**config.mk**
```make
export PLATFORM = sky130hd
export DESIGN_NAME = gcd_cordic_stage
export DESIGN_NICKNAME = d
export VERILOG_FILES = /design/src/rtl/gcd_pkg.sv /design/src/rtl/gcd_cordic_stage.sv
export SDC_FILE = /design/constraint.sdc
export NUM_CORES = 1
export LEC_CHECK = 0
export BUFFER_PORTS_ARGS = -buffer_cell sky130_fd_sc_hd__buf_2
export CORE_MARGIN = 4
export CORE_UTILIZATION = 57
export DETAILED_ROUTE_END_ITERATION = 8
export PLACE_DENSITY = 0.82
export SYNTH_ARGS = -nofsm -noshare
export SYNTH_HDL_FRONTEND = slang
export SYNTH_SLANG_ARGS = --single-unit
```
**constraint.sdc**
```tcl
create_clock -name aclk -period 5.2 [get_ports aclk]
set_input_delay 1.04 -clock aclk [delete_from_list [all_inputs] [get_ports aclk]]
set_output_delay 1.04 -clock aclk [all_outputs]
set_load 0.005 [all_outputs]
```
**src/rtl/gcd_pkg.sv**
```systemverilog
// ----------------------------------------------------------------------------
// gcd_pkg: shared types, constants and helpers
// Fixed-point formats, CORDIC arctangent table and small helper functions
// used by the great-circle distance and course pipeline.
// ----------------------------------------------------------------------------
package gcd_pkg;

    // datapath width of CORDIC x, y and z (Q30, signed)
    localparam int DW               = 36;
    localparam int CORDIC_STEPS_DEF = 24;
    localparam int CORDIC_STEPS_MAX = 32;

    localparam logic signed [DW-1:0] GAIN_INV_Q30 = 36'sd652032874;
    localparam logic signed [DW-1:0] PI_Q30       = 36'sd3373259426;
    localparam logic signed [DW-1:0] HALF_PI_Q30  = 36'sd1686629713;
    localparam logic signed [DW-1:0] TWO_PI_Q30   = 36'sd6746518853;

    // angle reduction in 1e-7 degree units
    localparam logic signed [33:0] FULL_TURN_U    = 34'sd3600000000;
    localparam logic signed [33:0] HALF_TURN_U    = 34'sd1800000000;
    localparam logic signed [33:0] QUARTER_TURN_U = 34'sd900000000;
    localparam logic signed [58:0] DEG7_TO_RAD_Q24 = 59'sd31441057;
    localparam logic signed [58:0] DEG_ROUND       = 59'sd8388608;

    localparam logic signed [59:0] SPHERE_RADIUS_M = 60'sd6372795;
    localparam logic [24:0]        DIST_MAX_M      = 25'd20021069;

    // course scaling: centidegrees = round(crs * 18000 / PI)
    localparam longint            CDEG_SCALE_L = 18000;
    localparam int                RECIP_SHIFT  = 40;
    localparam longint            RECIP_L      =
        (CDEG_SCALE_L * (64'sd1 <<< RECIP_SHIFT) + 64'sd1686629713) / 64'sd3373259426;
    localparam logic signed [63:0] RECIP_Q40   = 64'(RECIP_L);
    localparam logic signed [63:0] RECIP_HALF  = 64'sd1 <<< (RECIP_SHIFT - 1);
    localparam logic signed [51:0] CDEG_SCALE  = 52'sd18000;
    localparam logic signed [17:0] CDEG_TURN   = 18'sd36000;

    // reduced angle with cosine sign flag
    typedef struct packed {
        logic signed [31:0] r;
        logic               neg_cos;
    } red_t;

    // vectoring start point after quarter-turn pre-rotation
    typedef struct packed {
        logic signed [DW-1:0] x;
        logic signed [DW-1:0] y;
        logic signed [DW-1:0] z;
    } vec_t;

    // atan(2^-i) in Q30, truncated
    function automatic logic signed [DW-1:0] atan_q30(input logic [4:0] i);
        logic signed [DW-1:0] v;
        case (i)
            5'd0:    v = 36'sh0_3243_F6A8;
            5'd1:    v = 36'sh0_1DAC_6705;
            5'd2:    v = 36'sh0_0FAD_BAFC;
            5'd3:    v = 36'sh0_07F5_6EA6;
            5'd4:    v = 36'sh0_03FE_AB76;
            5'd5:    v = 36'sh0_01FF_D55B;
            5'd6:    v = 36'sh0_00FF_FAAA;
            5'd7:    v = 36'sh0_007F_FF55;
            5'd8:    v = 36'sh0_003F_FFEA;
            5'd9:    v = 36'sh0_001F_FFFD;
            5'd10:   v = 36'sh0_000F_FFFF;
            5'd11:   v = 36'sh0_0007_FFFF;
            5'd12:   v = 36'sh0_0003_FFFF;
            5'd13:   v = 36'sh0_0001_FFFF;
            5'd14:   v = 36'sh0_0000_FFFF;
            5'd15:   v = 36'sh0_0000_7FFF;
            5'd16:   v = 36'sh0_0000_3FFF;
            5'd17:   v = 36'sh0_0000_1FFF;
            5'd18:   v = 36'sh0_0000_0FFF;
            5'd19:   v = 36'sh0_0000_07FF;
            5'd20:   v = 36'sh0_0000_03FF;
            5'd21:   v = 36'sh0_0000_01FF;
            5'd22:   v = 36'sh0_0000_00FF;
            5'd23:   v = 36'sh0_0000_007F;
            5'd24:   v = 36'sh0_0000_003F;
            5'd25:   v = 36'sh0_0000_001F;
            5'd26:   v = 36'sh0_0000_000F;
            5'd27:   v = 36'sh0_0000_0008;
            5'd28:   v = 36'sh0_0000_0004;
            5'd29:   v = 36'sh0_0000_0002;
            5'd30:   v = 36'sh0_0000_0001;
            default: v = '0;
        endcase
        return v;
    endfunction

    // reduce to [-180, 180) deg, then fold to [-90, 90] deg
    function automatic red_t reduce_angle(input logic signed [33:0] u);
        logic signed [33:0] t;
        red_t               res;
        t = u;
        if (t >= FULL_TURN_U) begin
            t = t - FULL_TURN_U;
        end else if (t <= -FULL_TURN_U) begin
            t = t + FULL_TURN_U;
        end
        if (t >= HALF_TURN_U) begin
            t = t - FULL_TURN_U;
        end else if (t < -HALF_TURN_U) begin
            t = t + FULL_TURN_U;
        end
        res.neg_cos = 1'b0;
        if (t > QUARTER_TURN_U) begin
            t = HALF_TURN_U - t;
            res.neg_cos = 1'b1;
        end else if (t < -QUARTER_TURN_U) begin
            t = -HALF_TURN_U - t;
            res.neg_cos = 1'b1;
        end
        res.r = 32'(t);
        return res;
    endfunction

    // quarter-turn pre-rotation into the right half plane
    function automatic vec_t pre_rotate(input logic signed [DW-1:0] x,
                                        input logic signed [DW-1:0] y);
        vec_t v;
        v.x = x;
        v.y = y;
        v.z = '0;
        if (x < 0) begin
            if (y >= 0) begin
                v.x = y;
                v.y = -x;
                v.z = HALF_PI_Q30;
            end else begin
                v.x = -y;
                v.y = x;
                v.z = -HALF_PI_Q30;
            end
        end
        return v;
    endfunction

endpackage

```
**src/rtl/gcd_cordic_stage.sv**
```systemverilog
// ----------------------------------------------------------------------------
// gcd_cordic_stage: one registered CORDIC iteration
// Rotation or vectoring micro-rotation by atan(2^-IDX) with a sideband word
// carried alongside; advances only when the pipeline enable is high.
// ----------------------------------------------------------------------------
module gcd_cordic_stage #(
    parameter int DW        = gcd_pkg::DW,
    parameter int IDX       = 0,
    parameter bit VECTORING = 1'b0,
    parameter int SIDE_W    = 1
) (
    input  logic                 aclk,
    input  logic                 en,
    input  logic signed [DW-1:0] x_in,
    input  logic signed [DW-1:0] y_in,
    input  logic signed [DW-1:0] z_in,
    input  logic [SIDE_W-1:0]    side_in,
    output logic signed [DW-1:0] x_out,
    output logic signed [DW-1:0] y_out,
    output logic signed [DW-1:0] z_out,
    output logic [SIDE_W-1:0]    side_out
);

    logic signed [DW-1:0] dx, dy, at;
    logic                 cw;
    logic signed [DW-1:0] x_next, y_next, z_next;
    logic signed [DW-1:0] x_reg, y_reg, z_reg;
    logic [SIDE_W-1:0]    side_reg;

    // direction from residual angle (rotation) or y sign (vectoring)
    always_comb begin
        dx = y_in >>> IDX;
        dy = x_in >>> IDX;
        at = gcd_pkg::atan_q30(5'(IDX));
        cw = VECTORING ? ~y_in[DW-1] : z_in[DW-1];
        if (cw) begin
            x_next = x_in + dx;
            y_next = y_in - dy;
            z_next = z_in + at;
        end else begin
            x_next = x_in - dx;
            y_next = y_in + dy;
            z_next = z_in - at;
        end
    end

    always_ff @(posedge aclk) begin
        if (en) begin
            x_reg    <= x_next;
            y_reg    <= y_next;
            z_reg    <= z_next;
            side_reg <= side_in;
        end
    end

    assign x_out    = x_reg;
    assign y_out    = y_reg;
    assign z_out    = z_reg;
    assign side_out = side_reg;

endmodule

```
== Yosys cells after proc, flatten, opt, wreduce, memory -nomap -nowiden ==
Cells that the tools add are included.

* Input port bits: 111
* Register bits: 109
* Output and inout bits: 109

* Muxes and demuxes: 3
* $add $sub $neg: 5

{| class="wikitable"
|+ Operator list
! kind !! number
|-
| $mux W36 || 3
|-
| $sub A36 B36 Y36 || 2
|-
| $add A36 B31 Y36 const B || 1
|-
| $add A36 B36 Y36 || 1
|-
| $sub A36 B31 Y36 const B || 1
|}

== Logic depth before layout (Yosys ltp) ==
* Depth after elaboration: 2
* Depth in mapped cells: 14
* Depth with buffers taken out: 12

== Least setup slack after synthesis ==
OpenSTA, ideal clock, no wires.

* Path kind: in2reg
* From: in z_in[35]
* To: reg z_reg[32] (netlist: z_out[32]) (data pin)
* Path slack: 0.878 ns
* Path buffers: 2
* Arrival: 4.064 ns
* Stages on the path: 13
* Data required time: 4.942 ns
* Cells stage by stage: clkbuf_1 > inv_2 > clkbuf_1 > ha_1 > a211oi_1 > o21bai_1 > o211ai_1 > a311oi_1 > a2111oi_0 > nor2_1 > a21o_1 > a21oi_1 > xnor2_1

* Word-level cells in the longest chain between the ends: 1

{| class="wikitable"
|+ RTL lines
! element !! line !! RTL
|-
| start: declaration || gcd_cordic_stage.sv:16 || <nowiki>input logic signed [DW-1:0] z_in,</nowiki>
|-
| $mux W36 || gcd_cordic_stage.sv:36 || <nowiki>if (cw) begin</nowiki>
|-
| net z_next[32] || gcd_cordic_stage.sv:26 || <nowiki>logic signed [DW-1:0] x_next, y_next, z_next;</nowiki>
|-
| end signal: assignment || gcd_cordic_stage.sv:51 || <nowiki>z_reg <= z_next;</nowiki>
|-
| end: declaration || gcd_cordic_stage.sv:27 || <nowiki>logic signed [DW-1:0] x_reg, y_reg, z_reg;</nowiki>
|}

The timed path passes the listed nets, and every way through them passes these cells.
A chain may end at the register's enable or synchronous reset.

== Worst setup path after layout ==
* From: in x_in[1]
* To: reg y_reg[33] (netlist: y_out[33]) (data pin)

* Word-level cells in the longest chain between the ends: 2
* Elaborated cells on any way between the ends: 3
* Classes of those cells: add/sub (2); mux (1)

{| class="wikitable"
|+ RTL lines
! element !! line !! RTL
|-
| start: declaration || gcd_cordic_stage.sv:14 || <nowiki>input logic signed [DW-1:0] x_in,</nowiki>
|-
| $add A36 B36 Y36 or $sub A36 B36 Y36 (tied branches) || gcd_cordic_stage.sv:42, gcd_cordic_stage.sv:38 ||
|-
| $mux W36 * || gcd_cordic_stage.sv:36 ||
|-
| net y_next[33] || gcd_cordic_stage.sv:26 ||
|-
| end signal: assignment || gcd_cordic_stage.sv:50 || <nowiki>y_reg <= y_next;</nowiki>
|-
| end: declaration || gcd_cordic_stage.sv:27 ||
|}

The timed path passes the listed nets; every way through them passes the cells marked *.

==> run metrics <==
Critical Path Max Stage Delay ~0.60 ns; Slew Limit Headroom a little under a quarter; leakage power ~0.0058 uW; total track usage just under 30%; critical path arrival roughly 4.6 ns; Setup crit end y_out[33]; CTS tree yes; CTS Hold Bufs 0; Final #Nets around 1700; Tot Pwr ~3100 uW; WL per Instance ~19 um; Initial DRC Count roughly 1100; fin cells roughly 1700; clk root buf clkbuf_16; CP endpoint kind flip-flop; asr flop ratio synth 0%; cell area after layout ~0.013 mm^2; CTS Buf Count 9; Mapped Nets about 1500; # Post-CTS Setup Buffers 0; sequential share of the synthesized area just under 30%; post-synthesis cell type count a little under 70; synth warn 0; final worst path period share 85.5%; #FFs+latches synth about 110; min-delay src z_in[0]; post-route ant nets 0; initial antenna violation count 1; Syn Std Cell Area 0.0110 mm^2; Avg Cell Area, Syn around 8.6 um^2; first-pass GRT wire length roughly 52000 um; I/O pin count 220; sum of negative setup slack 0 ns; Post-DP Area 0.0124 mm^2; commonest non-fill, non-tap cell in the layout buf_2; Hold WC Path Type in2reg; IO buf count 219; most frequent cells in the layout 218 x buf_2, 154 x a21oi_1, 140 x ha_1; die height 147 um; DR DRC count 0; Initial Utilization roughly 58%; gpl congestion between 0.9 and 1; vias in the first global route around 10000; fin crit period around 4.4 ns; startpoint types primary input; num rows 50; number of flops mapped to enable cells by yosys 108; worst setup path startpoint x_in[1]; Core Area about 0.019 mm^2; Slew @ Worst Pin 1.13 ns; max-slew violation count 0; fmax 0.225 GHz; CTS Sinks 108; Pwr Density roughly 250 mW/mm^2; half-perimeter wire length after placement 26200 um; vias per std cell approximately 6.0; clk buf depth 2; GR Overflow Total 0; Mapped Cells 1283; die boundary width 147 um; Setup CP Type in2reg; Vias about 11000; Max Cap Viol 0; clock slew seen by the registers of the worst setup and hold paths around 0.080 ns; # setup viols final 0; H-tree depth 3; required time worst endpoint around 5.3 ns; VDD IR max about 0.16 mV; PostCTS Resize Cnt 0; placed cell count 1730; unrepaired setup endpoints after global routing no; critical-path maximum fanout 6; drt total wl about 33000 um; largest net degree at the start of global routing 81; status completed; die footprint 0.0216 mm^2; Post-synth top flop edfxtp_1; synthesis-to-finish area growth 14.9%; final design utilization 67.0%; DR pass1 iterations 7; layout cell share with drive strength beyond 1 17.9%; final hold violations 0; Worst path slowest cell a2111oi_1; crit path cell chain buf_2 -> inv_1 -> ha_1 -> nor2b_1 -> o311ai_1 -> a21oi_1 -> a211o_1 -> a311oi_2 -> o31ai_1 -> a2111oi_1 -> o32ai_1 -> xnor2_1
-- how the worst min path moves through the flow --
| stage | endpoint | slack [ns] | cells past startpoint |
|---|---|---|---|
| after global placement | side_out | 1.22 | 1 |
| final | z_out[0] | 0.85 | 1 |
| after CTS | z_out[0] | 0.84 | 1 |
| after floorplan | side_out | 1.14 | 0 |
| after detailed placement | z_out[0] | 1.22 | 1 |
| after global routing | z_out[0] | 0.83 | 1 |
-- power by group --
group / internal, uW / switching, uW
Combinational: 504 / 744
Clock: 333 / 358
Sequential: 1150 / 40.3
-- state kept, by name, summed over array words and instances, names as in the netlist --
signal / flops
x_out: 36
z_out: 36
y_out: 35
side_out: 1
-- cells in the mapped netlist (all sizes together) (7+ instances only) --
| cell | number | area share [%] |
|---|---|---|
| nor4 | 7 | 0.40 |
| nand2 | 61 | 2.1 |
| or2 | 7 | 0.40 |
| nor2 | 113 | 3.8 |
| a21oi | 155 | 7.1 |
| edfxtp | 108 | 29 |
| mux2i | 21 | 1.9 |
| and3 | 7 | 0.40 |
| o21ai | 89 | 4.0 |
| ha | 140 | 16 |
| or3 | 9 | 0.51 |
| o21bai | 27 | 1.8 |
| o211ai | 12 | 0.82 |
| nor3 | 14 | 0.64 |
| xor2 | 24 | 1.9 |
| a31oi | 8 | 0.45 |
| nand3 | 17 | 0.77 |
| a211o | 7 | 0.56 |
| a21o | 33 | 2.2 |
| buf | 12 | 0.51 |
| inv | 122 | 4.2 |
| clkbuf | 36 | 1.2 |
| o21a | 20 | 1.4 |
| o31ai | 15 | 1.0 |
| a211oi | 25 | 1.7 |
| nor2b | 15 | 0.85 |
| nand4 | 15 | 0.85 |
| xnor2 | 71 | 5.6 |
| nand2b | 15 | 0.85 |
-- stage by stage --
step / hold slack, ns / setup WS (ns)
2_1_floorplan: 1.14 / 0.878
3_3_place_gp: 1.22 / 0.581
3_5_place_dp: 1.22 / 0.506
4_1_cts: 0.837 / 0.865
5_1_grt: 0.834 / 0.567
6_report: 0.848 / 0.753
-- layer usage --
| metal | routed length [um] | global-route usage (%) |
|---|---|---|
| met4 | 916 | 10.2 |
| met5 | 0 | 0 |
| met1 | 13800 | 39.5 |
| met3 | 3110 | 4.75 |
| met2 | 15500 | 49.6 |
-- critical path, delay by kind of cell --
family	cells	cell delay, ns
compound gates	7	2.72
buf+inv	2	0.23
simple gates	1	0.07
fa+ha+maj	1	0.33
xor+xnor	1	0.16
-- kinds of logic (layout without fill, tap and decap cells) --
group / count (synthesis) / after routing / share of synthesized area [%]
muxes: 22 / 22 / 2.01
adders and majority gates: 144 / 144 / 16.6
buffers and inverters: 172 / 375 / 5.96
xor gates and xnor gates: 95 / 95 / 7.55
AOI/OAI and AO/OA: 451 / 451 / 26.2
and+or+nand+nor: 291 / 291 / 12.3
other: 0 / 2 / 0
DFF: 108 / 108 / 29.4
-- area by class of cell --
| type | instances | area (um^2) |
|---|---|---|
| clock inverters | 7 | 58.8 |
| diodes | 2 | 5.00 |
| repair buffers | 235 | 1220 |
| flip-flops and latches | 108 | 3240 |
| clock buffers | 9 | 225 |
| fillers | 1671 | 6230 |
| multi-input cells | 1003 | 7120 |
| well taps | 260 | 325 |
| inverters | 124 | 465 |
(Power assumes the default switching activity.)
